**src/rtl/core/wbau_pkg.sv**
```systemverilog
// Shared types, constants and the arctangent table of the waypoint bearing and arrival unit.
package wbau_pkg;

   localparam int CORDIC_STEPS_DEFAULT = 16;

   localparam logic [2:0] REG_TARGET_LATITUDE        = 3'd0;
   localparam logic [2:0] REG_TARGET_LONGITUDE       = 3'd1;
   localparam logic [2:0] REG_RELATIVE_ALTITUDE_MM   = 3'd2;
   localparam logic [2:0] REG_USE_REFERENCE_ALTITUDE = 3'd3;
   localparam logic [2:0] REG_REFERENCE_ALTITUDE_MM  = 3'd4;
   localparam logic [2:0] REG_FIXED_YAW              = 3'd5;
   localparam logic [2:0] REG_ACCEPTANCE_RADIUS_MM   = 3'd6;

   // Division by 10000 or 100000 drops four or five low bits, then divides by 625 or 3125
   // one 16-bit digit at a time with reciprocals that are exact for every partial dividend.
   localparam int DIV_WIDTH  = 52;
   localparam int DIV_DIGITS = 3;

   localparam logic [28:0] RECIP_MM         = 29'd109951163;
   localparam logic [28:0] RECIP_CDEG       = 29'd351843721;
   localparam logic [11:0] ODD_DIVISOR_MM   = 12'd625;
   localparam logic [11:0] ODD_DIVISOR_CDEG = 12'd3125;

   localparam logic [31:0] METERS_PER_DEG = 32'd111132;
   localparam logic [15:0] YAW_FULL       = 16'd36000;
   localparam logic signed [35:0] CORDIC_GAIN = 36'sd652032874;
   localparam logic signed [33:0] DEG180_Z    = 34'sd1800000000;
   localparam logic signed [33:0] DEG360_Z    = 34'sd3600000000;

   typedef struct packed {
      logic signed [30:0] target_latitude;
      logic signed [31:0] target_longitude;
      logic [16:0]        relative_altitude_mm;
      logic               use_reference_altitude;
      logic signed [24:0] reference_altitude_mm;
      logic [15:0]        fixed_yaw;
      logic [19:0]        acceptance_radius_mm;
   } cfg_type;

   typedef struct packed {
      logic               dlat_neg;
      logic [31:0]        dlat_mag;
      logic               dlon_neg;
      logic [31:0]        dlon_mag;
      logic [30:0]        zcos;
      logic               cos_neg;
      logic signed [24:0] alt;
      logic [25:0]        dalt_mag;
      logic [15:0]        cyaw_mod;
   } work_type;

   function automatic logic [28:0] atan_lookup(input logic [4:0] k);
      logic [28:0] a;
      case (k)
         5'd0:  a = 29'd450000000;
         5'd1:  a = 29'd265650512;
         5'd2:  a = 29'd140362435;
         5'd3:  a = 29'd71250163;
         5'd4:  a = 29'd35763344;
         5'd5:  a = 29'd17899106;
         5'd6:  a = 29'd8951737;
         5'd7:  a = 29'd4476142;
         5'd8:  a = 29'd2238105;
         5'd9:  a = 29'd1119057;
         5'd10: a = 29'd559529;
         5'd11: a = 29'd279765;
         5'd12: a = 29'd139882;
         5'd13: a = 29'd69941;
         5'd14: a = 29'd34971;
         5'd15: a = 29'd17485;
         5'd16: a = 29'd8743;
         5'd17: a = 29'd4371;
         5'd18: a = 29'd2186;
         5'd19: a = 29'd1093;
         5'd20: a = 29'd546;
         5'd21: a = 29'd273;
         5'd22: a = 29'd137;
         5'd23: a = 29'd68;
         5'd24: a = 29'd34;
         5'd25: a = 29'd17;
         5'd26: a = 29'd9;
         5'd27: a = 29'd4;
         5'd28: a = 29'd2;
         5'd29: a = 29'd1;
         5'd30: a = 29'd1;
         default: a = 29'd0;
      endcase
      return a;
   endfunction

endpackage

```
**src/rtl/core/wbau_queue.sv**
```systemverilog
// Two-entry queue that decouples the front end from the back end.
module wbau_queue import wbau_pkg::*; (
   input  logic     clock,
   input  logic     reset,
   input  logic     push,
   input  work_type push_data,
   output logic     full,
   input  logic     pop,
   output work_type pop_data,
   output logic     empty
);

   work_type   mem_ff [2];
   logic       wr_ptr_ff, wr_ptr_in;
   logic       rd_ptr_ff, rd_ptr_in;
   logic [1:0] count_ff, count_in;

   assign full     = (count_ff == 2'd2);
   assign empty    = (count_ff == 2'd0);
   assign pop_data = mem_ff[rd_ptr_ff];

   always_comb begin
      wr_ptr_in = push ? !wr_ptr_ff : wr_ptr_ff;
      rd_ptr_in = pop ? !rd_ptr_ff : rd_ptr_ff;
      count_in  = count_ff + 2'(push) - 2'(pop);
   end

   always_ff @(posedge clock) begin
      if (reset) begin
         wr_ptr_ff <= 1'b0;
         rd_ptr_ff <= 1'b0;
         count_ff  <= 2'd0;
      end else begin
         wr_ptr_ff <= wr_ptr_in;
         rd_ptr_ff <= rd_ptr_in;
         count_ff  <= count_in;
      end
   end

   always_ff @(posedge clock) begin
      if (push) begin
         mem_ff[wr_ptr_ff] <= push_data;
      end
   end

endmodule

```
**config.mk**
```make
export PLATFORM = sky130hd
export DESIGN_NAME = wbau_queue
export DESIGN_NICKNAME = d
export VERILOG_FILES = /design/src/rtl/core/wbau_pkg.sv /design/src/rtl/core/wbau_queue.sv
export SDC_FILE = /design/constraint.sdc
export NUM_CORES = 1
export LEC_CHECK = 0
export BUFFER_PORTS_ARGS = -buffer_cell sky130_fd_sc_hd__clkbuf_2
export CORE_MARGIN = 2
export CORE_UTILIZATION = 40
export CTS_CLUSTER_DIAMETER = 40
export DETAILED_ROUTE_END_ITERATION = 8
export GPL_ROUTABILITY_DRIVEN = 0
export PLACE_DENSITY = 0.72
export SKIP_LAST_GASP = 1
export SLEW_MARGIN = 15
export SYNTH_ARGS = -nofsm -noshare
export SYNTH_HDL_FRONTEND = slang
export SYNTH_SLANG_ARGS = --single-unit
export TNS_END_PERCENT = 20
```
**constraint.sdc**
```tcl
create_clock -name clock -period 9.5 [get_ports clock]
set_clock_uncertainty 0.2 [all_clocks]
set_input_delay 0.475 -clock clock [delete_from_list [all_inputs] [get_ports clock]]
set_output_delay 0.475 -clock clock [all_outputs]
set_load 0.01 [all_outputs]
```
# Word level (Yosys, flattened, before mapping)

Memories as Yosys holds them, arrays and structs flattened. A register that Yosys moved wholly into a read port is not among the register bits.
Index checks and enable logic that the tools add are counted.

Register bits: 4
RAM bits: 330
Input port bits: 169
Output and inout bits: 167
Logic and storage cells: 14
Memories kept: 1

Memories:

| memory | words | width | read ports | clocked after Yosys merged registers in | write ports | RTL line         | text |
|---|---|---|---|---|---|---|---|
| mem_ff | 2     | 165   | 1          | 1                                       | 1           | wbau_queue.sv:13 | `work_type mem_ff [2];` |

$add $sub $neg: 2
Eq/ne operators: 1
Multiplexer cells: 4
Reduce and logical (&&, ||, !) cells: 3

Operator list:

| operator                                    | number |
|---|---|
| 1-bit two-way mux                           | 4 |
| 2-bit by 1-bit adder with 2-bit output      | 1 |
| 2-bit == test (second input constant)       | 1 |
| 1-bit logical NOT                           | 2 |
| 2-bit logical NOT                           | 1 |
| 2-bit by 1-bit subtractor with 2-bit output | 1 |

# Longest topological paths before layout

Depth after elaboration: 3
Mapped depth: 6
Gate-level depth less buffers: 6

# Worst setup path before layout

No wires, ideal clock.

Kind: flip-flop to flip-flop
Start point: reg wr_ptr_ff
End point: mem mem_ff[0][0] (netlist name) (enable)
Setup time: 712 ps
Data arrival time: 7610 ps
Setup slack: 978 ps
Stages on the path, launching flop included: 2
Period minus slack after synthesis: 8522 ps
Cell sequence: dfxtp_1 -> nor2b_1

RTL lines:

| element                | RTL line         | text |
|---|---|---|
| from (decl)            | wbau_queue.sv:14 | `logic wr_ptr_ff, wr_ptr_in;` |
| from (signal assigned) | wbau_queue.sv:34 | `wr_ptr_ff <= wr_ptr_in;` |
| to (decl)              | wbau_queue.sv:13 |  |

No word-level cell before the write port.

==> run_results.csv <==
group,metric,value,unit
placed_design,pre_cts_ws,6.37,ns
worst_setup_path,crit_path_top_delay_cell,"buf_4",
placed_design,io_buffer_count,335,
logic_synthesis,synthCells,534,
global_routing,grt_pass1_wl,39400,um
floorplan,initial_core_util,0.409,
worst_setup_path,cp_data_required_time,8.83,ns
floorplan,row_count,63,
sta,worst_slack,6.06,ns
worst_setup_path,max_stage_delay,0.88,ns
clock_network,cts_buffers,44,
job,cap_viol_max_count,0,
worst_setup_path,r2r_start,"wr_ptr_ff$_SDFFE_PP0P_",
clock_network,clk_pin_slew,0.05,ns
clock_network,cts_tree,"done",
worst_setup_path,crit_arrival,2.76,ns
logic_synthesis,ys_seq_elements,335,
clock_network,cts_hold_buf,166,
hold_path,min_from,"pop",
clock_network,clkLatencyLatePin,0.50,ns
logic_synthesis,synth_area_per_cell,22.8,sq um
detailed_routing,drt_first_pass_iters,4,
sta,setup_viol,0,
floorplan,dieArea,31900,sq um
clock_network,h-tree-depth,2,
floorplan,die_h,179,um
detailed_routing,drc_errors,0,
detailed_routing,drt-initial-drc-count,353,
pwr,ir_worst_vdd,199,uV
worst_setup_path,path_class,"reg -> out",
worst_setup_path,worstPathCellList,"buf_4, mux2_2, clkbuf_2",
clock_network,clock-sinks,335,
floorplan,fp.dieW,179,um
placed_design,place.detailed.hpwl,16300,um
clock_network,post-cts-setup-buffer-count,0,
clock_network,cts-root-buf,"clkbuf_16",
sta,fin_setup_tns,0,ns
detailed_routing,wire_per_inst,18.0,um
floorplan,io_pins,336,
hold_path,hp-class,"in -> reg",
hold_path,min_path_cells,3,
global_routing,antenna_found_initial,6,
worst_setup_path,cp-start-kind,"flop",
global_routing,grt_max_degree,83,
worst_setup_path,rr_worst_depth,2,
layout,drive_above_1_share,0.523,
global_routing,grt_pass1_vias,7523,
layout,area_delta_synth_final,41.9,%
sta,rsz0062_at_grt,"false",
sta,worstMarginPinSlew,1.08,ns
logic_synthesis,netlist_area,12200,sq um
sta,slew_headroom,0.278,
floorplan,core_area,29800,sq um
logic_synthesis,ys_types,12,
sta,finalHoldViolations,0,
sta,finalMaxSlewViolations,0,
detailed_routing,avgViaCountPerCell,4.69,
sta,fin_crit_sh,0.362,
hold_path,min_to,"rd_ptr_ff$_SDFFE_PP0P_",
detailed_routing,routed-via-count,7012,
detailed_routing,ant_nets,0,
logic_synthesis,ys_warn_count,0,
layout,nets,1240,
worst_setup_path,worst_setup_path_end_kind,"primary output",
global_routing,grt_use_total,0.162,
pwr,power_density,215,nW/um^2
logic_synthesis,yosysSeqAreaShare,0.822,
sta,max_freq,291,MHz
detailed_routing,drt-total-wl,27000,um
pwr,p_leak,6.60,nW
sta,min_period,3.44,ns
logic_synthesis,syn_nets,705,
worst_setup_path,r2r_end,"mem_ff[0][10]$_DFFE_PP_",
outcome,status,"completed",
clock_network,ctsResizeCount,0,
worst_setup_path,rrSetupSlack,6.72,ns
worst_setup_path,path_max_fanout,82,
clock_network,clk_path_buf_depth,3,
global_routing,grt_overflow,0,
==> cell usage after synthesis <==
cell      number  area [sq um]
edfxtp_1     330          9910
mux2_2       165          1860
buf_6         17           191
dfxtp_1        5           100
nor2_1         5          18.8
nor2b_1        3          18.8
ha_1           2          25.0
inv_1          2          7.51
xnor2_1        2          17.5
and2_1         1          6.26
buf_2          1          5.00
xnor3_1        1          22.5
==> final cells by class <==
class | count | area [sq um]
flip-flops and latches | 335 | 10000
clock buffers | 55 | 1180
clock inverters | 22 | 220
diodes | 6 | 15.0
multi-input cells | 179 | 1980
well taps | 390 | 488
fillers | 2240 | 12500
inverters | 2 | 7.51
repair buffers | 507 | 3380
==> registers in the layout, indices dropped and copies added (netlist names), named ones only <==
signal,cells
count_ff,2
wr_ptr_ff,1
mem_ff,330
rd_ptr_ff,1
==> critical path, delay by kind of cell, from the launching register on <==
kind	cells	cell delay, ns
buf+inv	2	1.01
flops	1	0.69
mux	1	0.44
==> routing by layer <==
| layer | part of all wire | GRT usage | up-vias |
|---|---|---|---|
| met3 | 0.074 | 0.0484 | 61 |
| li1 | - | - | 3218 |
| met4 | 0.036 | 0.0698 | 0 |
| met1 | 0.37 | 0.179 | 3449 |
| met2 | 0.52 | 0.290 | 284 |
| met5 | 0 | 0 | - |
==> metrics by stage <==
step	instances	utilization	power, mW	cell area, sq um	hold WS, ns
after floorplan	534	-	2.00	12200	0.280
after global placement	1247	0.477	2.13	14200	0.296
after detailed placement	1247	0.477	2.14	14200	0.320
after CTS	1490	0.580	3.76	17300	0.0736
after global routing	1496	0.580	3.86	17300	0.0976
final	1496	0.580	3.72	17300	0.0814
==> layout by cell type (no fill, tap or decap), types with 3 or more instances in the layout <==
cell,count
clkinv_2,4
clkbuf_16,45
clkinv_1,3
bufinv_16,3
buf_4,6
clkinvlp_4,7
diode_2,6
dlygate4sd3_1,166
mux2_2,165
edfxtp_1,330
clkbuf_1,8
clkbuf_2,335
dfxtp_1,4
nor2_1,5
inv_6,3
==> worst max-delay path by stage <==
stage	slack [ns]	endpoint
finish	6.06	pop_data[147]
global route	5.87	pop_data[146]
CTS	5.97	pop_data[1]
detailed placement	6.37	mem_ff[0][1]$_DFFE_PP_
global placement	6.36	mem_ff[0][139]$_DFFE_PP_
floorplan	0.98	mem_ff[0][0]$_DFFE_PP_
==> cell families after synthesis <==
kind of cell / Yosys count / synth area share
multiplexers: 165 / 0.153
flip-flops: 335 / 0.822
XOR/XNOR: 3 / 0.00329
adder cells (fa/ha/maj): 2 / 0.00205
AND/OR/NAND/NOR: 9 / 0.00360
buffers and inverters: 20 / 0.0167
==> report_power, final <==
part           switching [mW]  internal [mW]
clock                   0.589          0.968
combinational           0.206          0.205
sequential             0.0265           1.73
total                   0.821           2.90
Note: power is estimated with default switching activity, not from simulation.
