## config.mk

```make
export PLATFORM = sky130hd
export DESIGN_NAME = wbau_front_flat
export DESIGN_NICKNAME = d
export VERILOG_FILES = /design/src/rtl/core/wbau_pkg.sv /design/src/rtl/core/wbau_chan_if.sv /design/src/rtl/core/wbau_front.sv /design/src/flat_wrapper.sv
export SDC_FILE = /design/constraint.sdc
export NUM_CORES = 1
export LEC_CHECK = 0
export CAP_MARGIN = 20
export CORE_AREA = 2 2 170 172
export DETAILED_ROUTE_END_ITERATION = 7
export DIE_AREA = 0 0 172 174
export DONT_BUFFER_PORTS = 1
export GPL_TIMING_DRIVEN = 0
export RECOVER_POWER = 50
export SLEW_MARGIN = 30
export SYNTH_ARGS = -nofsm -noshare
export SYNTH_HDL_FRONTEND = slang
export SYNTH_SLANG_ARGS = --single-unit
```

## constraint.sdc

```tcl
create_clock -name vclk -period 29.5
set_clock_uncertainty 0.15 [all_clocks]
set_input_delay 4.425 -clock vclk [all_inputs]
set_output_delay 4.425 -clock vclk [all_outputs]
set_load 0.005 [all_outputs]
```

## src/rtl/core/wbau_pkg.sv

```systemverilog
// Shared types, constants and the arctangent table of the waypoint bearing and arrival unit.
package wbau_pkg;

   localparam int CORDIC_STEPS_DEFAULT = 16;

   localparam logic [2:0] REG_TARGET_LATITUDE        = 3'd0;
   localparam logic [2:0] REG_TARGET_LONGITUDE       = 3'd1;
   localparam logic [2:0] REG_RELATIVE_ALTITUDE_MM   = 3'd2;
   localparam logic [2:0] REG_USE_REFERENCE_ALTITUDE = 3'd3;
   localparam logic [2:0] REG_REFERENCE_ALTITUDE_MM  = 3'd4;
   localparam logic [2:0] REG_FIXED_YAW              = 3'd5;
   localparam logic [2:0] REG_ACCEPTANCE_RADIUS_MM   = 3'd6;

   // Division by 10000 or 100000 drops four or five low bits, then divides by 625 or 3125
   // one 16-bit digit at a time with reciprocals that are exact for every partial dividend.
   localparam int DIV_WIDTH  = 52;
   localparam int DIV_DIGITS = 3;

   localparam logic [28:0] RECIP_MM         = 29'd109951163;
   localparam logic [28:0] RECIP_CDEG       = 29'd351843721;
   localparam logic [11:0] ODD_DIVISOR_MM   = 12'd625;
   localparam logic [11:0] ODD_DIVISOR_CDEG = 12'd3125;

   localparam logic [31:0] METERS_PER_DEG = 32'd111132;
   localparam logic [15:0] YAW_FULL       = 16'd36000;
   localparam logic signed [35:0] CORDIC_GAIN = 36'sd652032874;
   localparam logic signed [33:0] DEG180_Z    = 34'sd1800000000;
   localparam logic signed [33:0] DEG360_Z    = 34'sd3600000000;

   typedef struct packed {
      logic signed [30:0] target_latitude;
      logic signed [31:0] target_longitude;
      logic [16:0]        relative_altitude_mm;
      logic               use_reference_altitude;
      logic signed [24:0] reference_altitude_mm;
      logic [15:0]        fixed_yaw;
      logic [19:0]        acceptance_radius_mm;
   } cfg_type;

   typedef struct packed {
      logic               dlat_neg;
      logic [31:0]        dlat_mag;
      logic               dlon_neg;
      logic [31:0]        dlon_mag;
      logic [30:0]        zcos;
      logic               cos_neg;
      logic signed [24:0] alt;
      logic [25:0]        dalt_mag;
      logic [15:0]        cyaw_mod;
   } work_type;

   function automatic logic [28:0] atan_lookup(input logic [4:0] k);
      logic [28:0] a;
      case (k)
         5'd0:  a = 29'd450000000;
         5'd1:  a = 29'd265650512;
         5'd2:  a = 29'd140362435;
         5'd3:  a = 29'd71250163;
         5'd4:  a = 29'd35763344;
         5'd5:  a = 29'd17899106;
         5'd6:  a = 29'd8951737;
         5'd7:  a = 29'd4476142;
         5'd8:  a = 29'd2238105;
         5'd9:  a = 29'd1119057;
         5'd10: a = 29'd559529;
         5'd11: a = 29'd279765;
         5'd12: a = 29'd139882;
         5'd13: a = 29'd69941;
         5'd14: a = 29'd34971;
         5'd15: a = 29'd17485;
         5'd16: a = 29'd8743;
         5'd17: a = 29'd4371;
         5'd18: a = 29'd2186;
         5'd19: a = 29'd1093;
         5'd20: a = 29'd546;
         5'd21: a = 29'd273;
         5'd22: a = 29'd137;
         5'd23: a = 29'd68;
         5'd24: a = 29'd34;
         5'd25: a = 29'd17;
         5'd26: a = 29'd9;
         5'd27: a = 29'd4;
         5'd28: a = 29'd2;
         5'd29: a = 29'd1;
         5'd30: a = 29'd1;
         default: a = 29'd0;
      endcase
      return a;
   endfunction

endpackage

```

## src/rtl/core/wbau_chan_if.sv

```systemverilog
// Valid/ready channel interfaces for telemetry items and result items.
interface wbau_req_if;
   logic               valid;
   logic               ready;
   logic signed [30:0] current_latitude;
   logic signed [31:0] current_longitude;
   logic [15:0]        current_yaw;
   logic signed [24:0] current_altitude_mm;
   logic signed [24:0] home_altitude_mm;

   modport source (output valid, current_latitude, current_longitude, current_yaw,
                   current_altitude_mm, home_altitude_mm, input ready);
   modport sink (input valid, current_latitude, current_longitude, current_yaw,
                 current_altitude_mm, home_altitude_mm, output ready);
endinterface


```

## src/rtl/core/wbau_front.sv

```systemverilog
// Front end: accepts telemetry items and reduces them to offsets, angles and altitudes.
module wbau_front import wbau_pkg::*; (
   wbau_req_if.sink   req,
   input  cfg_type    cfg,
   input  logic       full,
   output logic       push,
   output work_type   work
);

   logic signed [31:0] dlat;
   logic signed [32:0] dlon;
   logic signed [32:0] dlon_w;
   logic signed [31:0] mlat;
   logic [31:0]        mlat_abs;
   logic [30:0]        half;
   logic signed [25:0] base;
   logic signed [25:0] alt_sum;
   logic signed [24:0] alt;
   logic signed [25:0] dalt;

   assign req.ready = !full;
   assign push = req.valid && !full;

   always_comb begin
      dlat = $signed({cfg.target_latitude[30], cfg.target_latitude})
           - $signed({req.current_latitude[30], req.current_latitude});
      dlon = $signed({cfg.target_longitude[31], cfg.target_longitude})
           - $signed({req.current_longitude[31], req.current_longitude});
      if (dlon > 33'sd1800000000) begin
         dlon_w = dlon - 33'sd3600000000;
      end else if (dlon < -33'sd1800000000) begin
         dlon_w = dlon + 33'sd3600000000;
      end else begin
         dlon_w = dlon;
      end
      mlat = $signed({cfg.target_latitude[30], cfg.target_latitude})
           + $signed({req.current_latitude[30], req.current_latitude});
      mlat_abs = mlat[31] ? 32'(-mlat) : mlat;
      half = mlat_abs[31:1];

      base = cfg.use_reference_altitude
           ? $signed({cfg.reference_altitude_mm[24], cfg.reference_altitude_mm})
           : $signed({req.home_altitude_mm[24], req.home_altitude_mm});
      alt_sum = base + $signed({9'b0, cfg.relative_altitude_mm});
      if (alt_sum > 26'sd16777215) begin
         alt = 25'sh0FFFFFF;
      end else if (alt_sum < -26'sd16777216) begin
         alt = 25'sh1000000;
      end else begin
         alt = alt_sum[24:0];
      end
      dalt = $signed({alt[24], alt})
           - $signed({req.current_altitude_mm[24], req.current_altitude_mm});

      work.dlat_neg = dlat[31];
      work.dlat_mag = dlat[31] ? 32'(-dlat) : dlat;
      work.dlon_neg = dlon_w[32];
      work.dlon_mag = dlon_w[32] ? 32'(-dlon_w) : dlon_w[31:0];
      if (half > 31'd900000000) begin
         work.zcos    = 31'd1800000000 - half;
         work.cos_neg = 1'b1;
      end else begin
         work.zcos    = half;
         work.cos_neg = 1'b0;
      end
      work.alt      = alt;
      work.dalt_mag = dalt[25] ? 26'(-dalt) : dalt;
      work.cyaw_mod = (req.current_yaw >= YAW_FULL) ? req.current_yaw - YAW_FULL
                                                    : req.current_yaw;
   end

endmodule

```

## src/flat_wrapper.sv

```systemverilog
// flat-port wrapper written by rule: the top's interface ports become plain ports
module wbau_front_flat import wbau_pkg::*;
  (cfg, full, push, work, req_valid, req_current_latitude, req_current_longitude, req_current_yaw, req_current_altitude_mm, req_home_altitude_mm, req_ready);
  wbau_req_if req_i ();
  input  cfg_type cfg;
  input  logic full;
  output logic push;
  output work_type work;
  input wire logic [$bits(req_i.valid)-1:0] req_valid;
  input wire logic [$bits(req_i.current_latitude)-1:0] req_current_latitude;
  input wire logic [$bits(req_i.current_longitude)-1:0] req_current_longitude;
  input wire logic [$bits(req_i.current_yaw)-1:0] req_current_yaw;
  input wire logic [$bits(req_i.current_altitude_mm)-1:0] req_current_altitude_mm;
  input wire logic [$bits(req_i.home_altitude_mm)-1:0] req_home_altitude_mm;
  output wire logic [$bits(req_i.ready)-1:0] req_ready;
  assign req_i.valid = req_valid;
  assign req_i.current_latitude = req_current_latitude;
  assign req_i.current_longitude = req_current_longitude;
  assign req_i.current_yaw = req_current_yaw;
  assign req_i.current_altitude_mm = req_current_altitude_mm;
  assign req_i.home_altitude_mm = req_home_altitude_mm;
  assign req_ready = req_i.ready;
  wbau_front u_core (.req(req_i), .cfg(cfg), .full(full), .push(push), .work(work));
endmodule
```

; ---- After elaboration in Yosys (flattened, before gate mapping)
; Cells that the tools add are included.
[word_totals]
input_bits = 273
regBits = 0
elab_cells = 32
out_inout_bits = 167
[classes]
magnitude_cmp = 6
mux = 11
add_sub_neg = 13
reduce_logical = 2
[ops]
columns = cell, n
row1 = 32-bit 2-to-1 mux, 4
row2 = 32-bit negator, 3
row3 = 33-bit 2-to-1 mux, 2
row4 = 26-bit 2-to-1 mux, 2
row5 = 25-bit 2-to-1 mux, 2
row6 = "33-bit adder, second input constant", 1
row7 = "33-bit by 32-bit > comparator with 1-bit output, second input constant", 1
row8 = "33-bit by 32-bit less-than comparator with 1-bit output, second input constant", 1
row9 = 32-bit by 32-bit subtractor with 33-bit output, 1
row10 = "33-bit subtractor, second input constant", 1
row11 = 31-bit by 31-bit adder with 32-bit output, 1
row12 = 31-bit by 31-bit subtractor with 32-bit output, 1
row13 = "31-bit by 30-bit > comparator with 1-bit output, second input constant", 1
row14 = "31-bit subtractor, first input constant", 1
row15 = 26-bit by 18-bit adder with 26-bit output, 1
row16 = "26-bit by 25-bit > comparator with 1-bit output, second input constant", 1
row17 = "26-bit by 25-bit less-than comparator with 1-bit output, second input constant", 1
row18 = 26-bit negator, 1
row19 = 25-bit by 25-bit subtractor with 26-bit output, 1
row20 = "16-bit >= comparator, second input constant", 1
row21 = 16-bit 2-to-1 mux, 1
row22 = "16-bit subtractor, second input constant", 1
row23 = 1-bit logical AND, 1
row24 = 1-bit zero test, 1

; ---- Logic depth before layout (Yosys ltp)
; Gate-level depths: netlist of the first run.
[depth]
ltp_word = 8
depth_mapped = 40
mapped_depth_nobuf = 37

; ---- Worst setup path after synthesis of the first run
; No wires, ideal clock.
[synth_timing]
path_type = input to output
startpoint = in cfg[61] in the netlist's numbering
endpoint = out work[40] in the netlist's numbering
stages = 38
slack_ps = 12597
path_buffers = 3
required_time_ps = 24925
arrival_ps = 12328
cell_sequence = clkbuf_1 > buf_1 > mux2_2 > ha_1 > inv_1 > fa_1 > nor2b_1 > o21ai_0 > a21boi_0 > o21ai_0 > a21boi_0 > o21ai_0 > a21boi_0 > o21ai_0 > a21boi_0 > o21ai_0 > a21boi_0 > o31ai_1 > [... 2 more ...] > clkbuf_1 > o21ai_0 > ha_1 > nor2b_1 > o21ai_0 > a21boi_0 > o21ai_0 > a21boi_0 > o21a_1 > o21ai_0 > a311oi_1 > o311ai_0 > nor4_1 > and4b_1 > nor4bb_1 > and3_1 > a31oi_1 > xor2_1
[synth_rtl]
columns = element, line
row1 = from (decl), flat_wrapper.sv:5  ; input cfg_type cfg;
row2 = to (decl), flat_wrapper.sv:8  ; output work_type work;

==> flow_summary.rst, run 1 <==
.. list-table::
   :header-rows: 1

   * - Metric
     - Value
   * - Status
     - finished, violations left
   * - Violations in the final reports
     - max-capacitance violations, max-slew violations
   * - Commonest cells after routing, fill and taps aside
     - 198 x sky130_fd_sc_hd__nor2_1, 186 x sky130_fd_sc_hd__inv_1, 174 x sky130_fd_sc_hd__xnor2_1
   * - Post-CTS Setup Bufs
     - 0
   * - Full die area
     - 0.02993 mm^2
   * - Delay contributed by the slowest stage of the critical path
     - roughly 0.73 ns
   * - Crit path time final
     - between 20 and 25 ns
   * - Initial Util
     - slightly below 50%
   * - Combinational cell fraction of total power
     - between 90% and 100%
   * - Total net switching power
     - 0.4232 mW
   * - Post-synthesis cell count
     - between 2000 and 2500
   * - PD cells
     - 45.53 mW/mm^2
   * - Setup repair after global routing missed its margin
     - no
   * - Routability congestion estimate from global placement
     - 0.9717
   * - Die Y-Extent
     - roughly 170 um
   * - Antenna diodes
     - 0
   * - Leading cell type in the layout, fill and taps excluded
     - sky130_fd_sc_hd__nor2_1
   * - Worst vdd rail ir drop
     - between 0.00001 and 0.000015 V
   * - Min-Delay Path Depth
     - 1
   * - Final-layout clock buffer total
     - 0
   * - Kind of capture point of the worst setup path
     - output pin
   * - Count of antenna-violating nets left after detailed routing
     - 0
   * - Count of endpoints failing setup in the final report
     - 0
   * - Wire length of the first global-routing pass
     - 74930 um
   * - Switching share of power
     - about 65%
   * - I/O pin count
     - 440
   * - Area grow syn2layout
     - 3.260%
   * - Hold/Removal Path Class
     - input pin to output pin
   * - Share of final-layout standard cells stronger than drive strength 1
     - about 4.5%
   * - Post-synthesis average cell area
     - 6.629 um^2
   * - DR DRC count
     - 0
   * - Start-to-end type of the worst setup path
     - input pin to output pin
   * - Post_cts resized
     - 0
   * - Antenna violations before repair
     - 0
   * - Total leakage power
     - ~6 nW
   * - Slew Limit Fails
     - 11
   * - DR WL/cell
     - just under 20 um
   * - HPWL after detailed placement
     - roughly 41000 um
   * - Avg Vias per Cell
     - just over 6
   * - Reg area
     - 0 um^2
   * - Pin count of the biggest net entering global routing
     - 11
   * - Post-Route Hold Slack
     - slightly below 9 ns
   * - Synthesis warning total
     - 0
   * - Setup TNS
     - 0 ns
   * - Number of placement rows
     - 62
   * - Core region area
     - between 0.02 and 0.03 mm^2
   * - Tcrit/Tclk final
     - 69.41%
   * - Internal cell power
     - about 0.23 mW
   * - Vias in the first global route
     - ~15000
   * - Sum of routed wire length over all layers
     - between 40000 and 50000 um
   * - Net count, final
     - 2514
   * - Combined area of all synthesized cells
     - about 0.014 mm^2
   * - Number of hold buffers added after CTS
     - 0
   * - Most Frequent Cell on Critical Path
     - sky130_fd_sc_hd__o21ai_0
   * - Slowest cell on crit path
     - sky130_fd_sc_hd__clkbuf_1
   * - Portion of total power attributed to sequential cells
     - 0%
   * - Overall track demand over capacity in global routing
     - between 30 and 40%
   * - Data arrival time at the worst-slack endpoint
     - approximately 16 ns
   * - CP Max Fanout
     - 10
   * - Horizontal extent of the die
     - around 170 um
   * - Total nets after synthesis
     - approximately 2500
   * - IO Port Bufs
     - 0
   * - Number of distinct library cell variants in the gate-level netlist after synthesis
     - around 100
   * - Number of vias after detailed routing
     - about 15000
   * - Sequential cell area fraction in the yosys report
     - 0%
   * - Count of sequential standard cells
     - 0
   * - Maximum capacitance violations
     - 1
   * - Endpoint required time on the critical path
     - roughly 25 ns
   * - Clock Power Share
     - 0%
   * - Worst slew pin tran
     - 1.558 ns
   * - Critical Path Source Type
     - input pin
   * - Fin. Hold Viols
     - 0
   * - Fmax achieved
     - a little under 50 MHz
   * - Overall overflow remaining after global route
     - 0
   * - Max-Slew Margin vs Limit
     - -4.463%
   * - Initial detailed-routing violation count
     - roughly 800
   * - First-pass DRT Iterations
     - 5
-- Yosys cell counts, types with 11 or more instances --
library cell                 n  area [um^2]
sky130_fd_sc_hd__clkbuf_1   56        210.2
sky130_fd_sc_hd__and3_1     22        137.6
sky130_fd_sc_hd__o31ai_1    26        195.2
sky130_fd_sc_hd__nor3b_1    16        120.1
sky130_fd_sc_hd__a21oi_1   151        755.7
sky130_fd_sc_hd__a21o_1     38        285.3
sky130_fd_sc_hd__mux2_2     19        214.0
sky130_fd_sc_hd__nor2_1    198        743.2
sky130_fd_sc_hd__or3_1      29        181.4
sky130_fd_sc_hd__nor3_1     61        305.3
sky130_fd_sc_hd__nand2b_1   22        137.6
sky130_fd_sc_hd__mux2i_1    16        160.2
sky130_fd_sc_hd__a21boi_0   16        120.1
sky130_fd_sc_hd__nand2_1   143        536.8
sky130_fd_sc_hd__nor4_1     22        137.6
sky130_fd_sc_hd__a31oi_1    40        250.2
sky130_fd_sc_hd__o21ai_0   124        620.6
sky130_fd_sc_hd__o211ai_1   19        142.6
sky130_fd_sc_hd__or2_2      18        112.6
sky130_fd_sc_hd__inv_1     186        698.2
sky130_fd_sc_hd__a211oi_1   27        202.7
sky130_fd_sc_hd__nand4_1    23        143.9
sky130_fd_sc_hd__buf_4      11        82.58
sky130_fd_sc_hd__xnor2_1   174         1524
sky130_fd_sc_hd__ha_1      144         1802
sky130_fd_sc_hd__and2_1     26        162.7
sky130_fd_sc_hd__a311oi_1   14        122.6
sky130_fd_sc_hd__o21a_1     15        112.6
sky130_fd_sc_hd__o21bai_1   14        105.1
sky130_fd_sc_hd__nor2b_1    35        219.0
sky130_fd_sc_hd__nand3_1    53        265.3
sky130_fd_sc_hd__xor2_1     93        814.5
-- critical path: cells and delay by family --
kind / cells / cell delay [ns]
buffers and inverters: 5 / 2.32
muxes: 1 / 0.42
and+or+nand+nor: 6 / 0.87
AOI/OAI and AO/OA: 23 / 6.61
adders and majority gates: 3 / 0.81
xor gates and xnor gates: 1 / 0.41
-- power groups by stage --
stage                     combinational [mW]  clock [mW]  sequential [mW]
after global placement                 0.639           0                0
after CTS                              0.648           0                0
after global routing                   0.712           0                0
final                                  0.651           0                0
after detailed placement               0.645           0                0
after floorplan                        0.489           0                0
-- path summary, 6_finish.rpt --
path	startpoint	endpoint
min	full	req_ready
max	cfg[61]	work[37]
-- kinds of logic after synthesis --
logic type / Yosys count / synth area share, %
AOI/OAI and AO/OA: 633 / 31.07
xor gates and xnor gates: 268 / 17.00
adders and majority gates: 149 / 13.73
buffers and inverters: 272 / 7.866
muxes: 35 / 2.700
other: 1 / 0.02707
and+or+nand+nor: 732 / 27.62
-- per-layer routing --
metal	part of all wire, %	vias up	track usage [%]
met5	0	-	0
met4	4.4	0	10.85
met3	6.2	108	3.734
met2	48	525	54.70
met1	41	7057	36.39
li1	-	7607	-
-- stage by stage --
step / instance area (um^2) / total power [mW] / cells / setup slack, ns / util (%)
6_report: 14310 / 0.6514 / 2474 / 9.025 / 50.66
5_1_grt: 14310 / 0.7115 / 2474 / 8.058 / 50.66
4_1_cts: 14360 / 0.6481 / 2474 / 9.309 / 50.87
3_5_place_dp: 14360 / 0.6447 / 2474 / 9.354 / 50.87
3_3_place_gp: 14340 / 0.6394 / 2474 / 9.453 / 50.77
2_1_floorplan: 13850 / 0.4891 / 2090 / 12.60 / -
-- layout make-up --
type / instances / area [um^2]
inverters: 188 / 705.7
multi-input cells: 1818 / 12760
plain buffers: 84 / 364.1
well taps: 384 / 480.5
fillers: 2969 / 13930
Power figures use the tool's default switching activity.
==> run 2: changes to the inputs <==
--- a/config.mk
+++ b/config.mk
@@ -11,6 +11,7 @@
 export DIE_AREA = 0 0 172 174
 export DONT_BUFFER_PORTS = 1
 export GPL_TIMING_DRIVEN = 0
+export PLACE_DENSITY = 0.67
 export RECOVER_POWER = 50
 export SLEW_MARGIN = 30
 export SYNTH_ARGS = -nofsm -noshare
==> constraint.sdc (replaced) <==
create_clock -name vclk -period 17.8
set_clock_uncertainty 0.15 [all_clocks]
set_input_delay 2.67 -clock vclk [all_inputs]
set_output_delay 2.67 -clock vclk [all_outputs]
set_load 0.005 [all_outputs]
==> run 2 against run 1 <==
Effect of this change: the flow still finishes with violations (max-capacitance violations, max-slew violations); setup slack worse by 8.1 ns; total power is 64% higher; global-route usage shrank 1.7 points; hold slack worse by 3.5 ns; sequential share of layout area unchanged; utilization about the same; via count is 1.1% higher; critical path depth unchanged; die area unchanged; critical path type unchanged; cell count about the same.
==> flow_summary.rst, run 2 (synthesized netlist as in run 1, its figures left out) <==
.. list-table::
   :header-rows: 1

   * - Metric
     - Value
   * - Critical Path Source Type
     - input pin
   * - Share of final-layout standard cells stronger than drive strength 1
     - 4.402% (-0.14 points)
   * - I/O pin count
     - 440 (unchanged)
   * - Count of endpoints failing setup in the final report
     - 0 (unchanged)
   * - Violations in the final reports
     - max-capacitance violations, max-slew violations
   * - Kind of capture point of the worst setup path
     - output pin
   * - Post_cts resized
     - 0 (unchanged)
   * - Maximum capacitance violations
     - 2 (+1)
   * - Hold/Removal Path Class
     - input pin to output pin
   * - Number of placement rows
     - 62 (unchanged)
   * - Fin. Hold Viols
     - 0 (unchanged)
   * - Switching share of power
     - 64.61% (-0.36 points)
   * - Sum of routed wire length over all layers
     - 45910 um (-4.6%)
   * - Overall overflow remaining after global route
     - 0 (unchanged)
   * - First-pass DRT Iterations
     - 6 (+1)
   * - DR DRC count
     - 0 (unchanged)
   * - Most Frequent Cell on Critical Path
     - sky130_fd_sc_hd__o21ai_0
   * - Full die area
     - 0.02993 mm^2 (unchanged)
   * - Number of hold buffers added after CTS
     - 0 (unchanged)
   * - Worst Hold Launch
     - full
   * - Start-to-end type of the worst setup path
     - input pin to output pin
   * - Internal cell power
     - 0.3780 mW (+66%)
   * - Count of antenna-violating nets left after detailed routing
     - 0 (unchanged)
   * - Cell family contributing the most delay on the critical path
     - compound AO/OA/AOI/OAI gates
   * - Combined buffer and inverter count along the critical path
     - 5 (unchanged)
   * - Antenna violations before repair
     - 1 (+1)
   * - Worst slew pin tran
     - 1.620 ns (+0.06220 ns)
   * - Number of vias after detailed routing
     - 15460 (+1.1%)
   * - Vias in the first global route
     - 14640 (+0.53%)
   * - Delay contributed by the slowest stage of the critical path
     - 0.69 ns (-0.04 ns)
   * - Setup repair after global routing missed its margin
     - no
   * - Total leakage power
     - 5.954 nW (about the same)
   * - Critical Path End
     - work[32]
   * - Slew Limit Fails
     - 12 (+1)
   * - DR WL/cell
     - 18.55 um (-4.6%)
   * - Overall track demand over capacity in global routing
     - 28.55% (-1.7 points)
   * - Avg Vias per Cell
     - 6.247 (+1.0%)
   * - Max-Slew Margin vs Limit
     - -8.634% (-4.2 points)
   * - Pin count of the biggest net entering global routing
     - 11 (unchanged)
   * - Crit path time final
     - around 17 ns
   * - Core region area
     - 0.02824 mm^2 (unchanged)
   * - Horizontal extent of the die
     - 172 um (unchanged)
   * - Tcrit/Tclk final
     - between 90% and 100%
   * - Leading cell type in the layout, fill and taps excluded
     - sky130_fd_sc_hd__nor2_1
   * - Portion of total power attributed to sequential cells
     - 0% (unchanged)
   * - Number of fill cells
     - 2956 (-0.44%)
   * - HPWL after detailed placement
     - 39060 um (-5.7%)
   * - Min-Delay Path Depth
     - 1 (unchanged)
   * - Setup TNS
     - 0 ns (unchanged)
   * - Endpoint required time on the critical path
     - 14.98 ns (-9.95 ns)
   * - Total power
     - 1.068 mW (+64%)
   * - Reg area
     - 0 um^2 (unchanged)
   * - Total net switching power
     - 0.6900 mW (+63%)
   * - First element of the critical path
     - cfg[61]
   * - Post-CTS Setup Bufs
     - 0 (unchanged)
   * - Final-layout clock buffer total
     - 0 (unchanged)
   * - Multi-input logic area
     - 0.01274 mm^2 (-0.12%)
   * - Net count, final
     - 2514 (unchanged)
   * - Clock Power Share
     - 0% (unchanged)
   * - Wire length of the first global-routing pass
     - 71950 um (-4.0%)
   * - Die Y-Extent
     - 174 um (unchanged)
   * - Initial Util
     - 49.07% (unchanged)
   * - PD cells
     - 74.72 mW/mm^2 (+64%)
   * - Initial detailed-routing violation count
     - 1054 (+33%)
   * - Number of gates on the worst path with buffers counted
     - 39 (unchanged)
   * - IO Port Bufs
     - 0 (unchanged)
   * - Data arrival time at the worst-slack endpoint
     - 14.06 ns (-1.84 ns)
   * - Slowest cell on crit path
     - sky130_fd_sc_hd__a21boi_0
   * - Commonest cells after routing, fill and taps aside
     - 198 x sky130_fd_sc_hd__nor2_1, 186 x sky130_fd_sc_hd__inv_1, 174 x sky130_fd_sc_hd__xnor2_1
   * - Status
     - finished, violations left
   * - CP Max Fanout
     - 10 (unchanged)
   * - Worst vdd rail ir drop
     - 0.00002742 V (+96%)
   * - Routability congestion estimate from global placement
     - 0.9514 (-2.1%)
   * - Area grow syn2layout
     - 3.170% (about the same)
   * - Count of sequential standard cells
     - 0 (unchanged)
   * - Combinational cell fraction of total power
     - 100.0% (about the same)
   * - Fmax achieved
     - just under 60 MHz
-- run 2: cell count changes in the layout (fill, tap and decap cells not counted) --
cell,change
sky130_fd_sc_hd__o211ai_1,+1
sky130_fd_sc_hd__nor4_1,+1
sky130_fd_sc_hd__o211ai_2,-1
sky130_fd_sc_hd__nor4_2,-1
sky130_fd_sc_hd__a21oi_1,+1
sky130_fd_sc_hd__diode_2,+1
sky130_fd_sc_hd__a21oi_2,-1
-- run 2: worst min-delay path by stage --
| stage | end | slack, ns |
|---|---|---|
| global placement | req_ready | 5.22 |
| detailed placement | req_ready | 5.22 |
| finish | req_ready | 5.22 |
| CTS | req_ready | 5.22 |
| floorplan | req_ready | 5.22 |
| global route | req_ready | 5.22 |
-- run 2: area by class of cell --
type                       count  share of cell area, %
inverter                     188                  4.937
buffer                        84                  2.547
multi-input combinational   1818                  89.14
antenna                        1                0.01751
tap                          384                  3.361
-- run 2: per-stage QoR --
stage	cell area (um^2)	util [%]	instances	worst slack, ns	hold slack, ns
floorplan	13850	-	2090	4.407	5.217
detailed placement	14350	50.83	2474	1.496	5.219
CTS	14350	50.83	2474	1.433	5.219
global placement	14340	50.77	2474	1.558	5.221
global route	14290	50.62	2475	0.05661	5.223
finish	14290	50.62	2475	0.9201	5.219
-- run 2: layer usage --
metal | track usage (%) | up-vias | share of wire (%) | wire length [um]
li1 | - | 7628 | - | -
met1 | 33.36 | 7072 | 40 | 18450
met2 | 50.20 | 636 | 46 | 21200
met3 | 5.100 | 126 | 8.5 | 3889
met4 | 13.06 | 0 | 5.2 | 2366
met5 | 0 | - | 0 | 0
-- run 2: power groups by stage --
stage | clock network (mW) | registers, mW | logic, mW
after CTS | 0 | 0 | 1.06
final | 0.00000000755 | 0 | 1.07
after global placement | 0 | 0 | 1.04
after detailed placement | 0 | 0 | 1.05
after global routing | 0.00000000754 | 0 | 1.17
after floorplan | 0 | 0 | 0.811
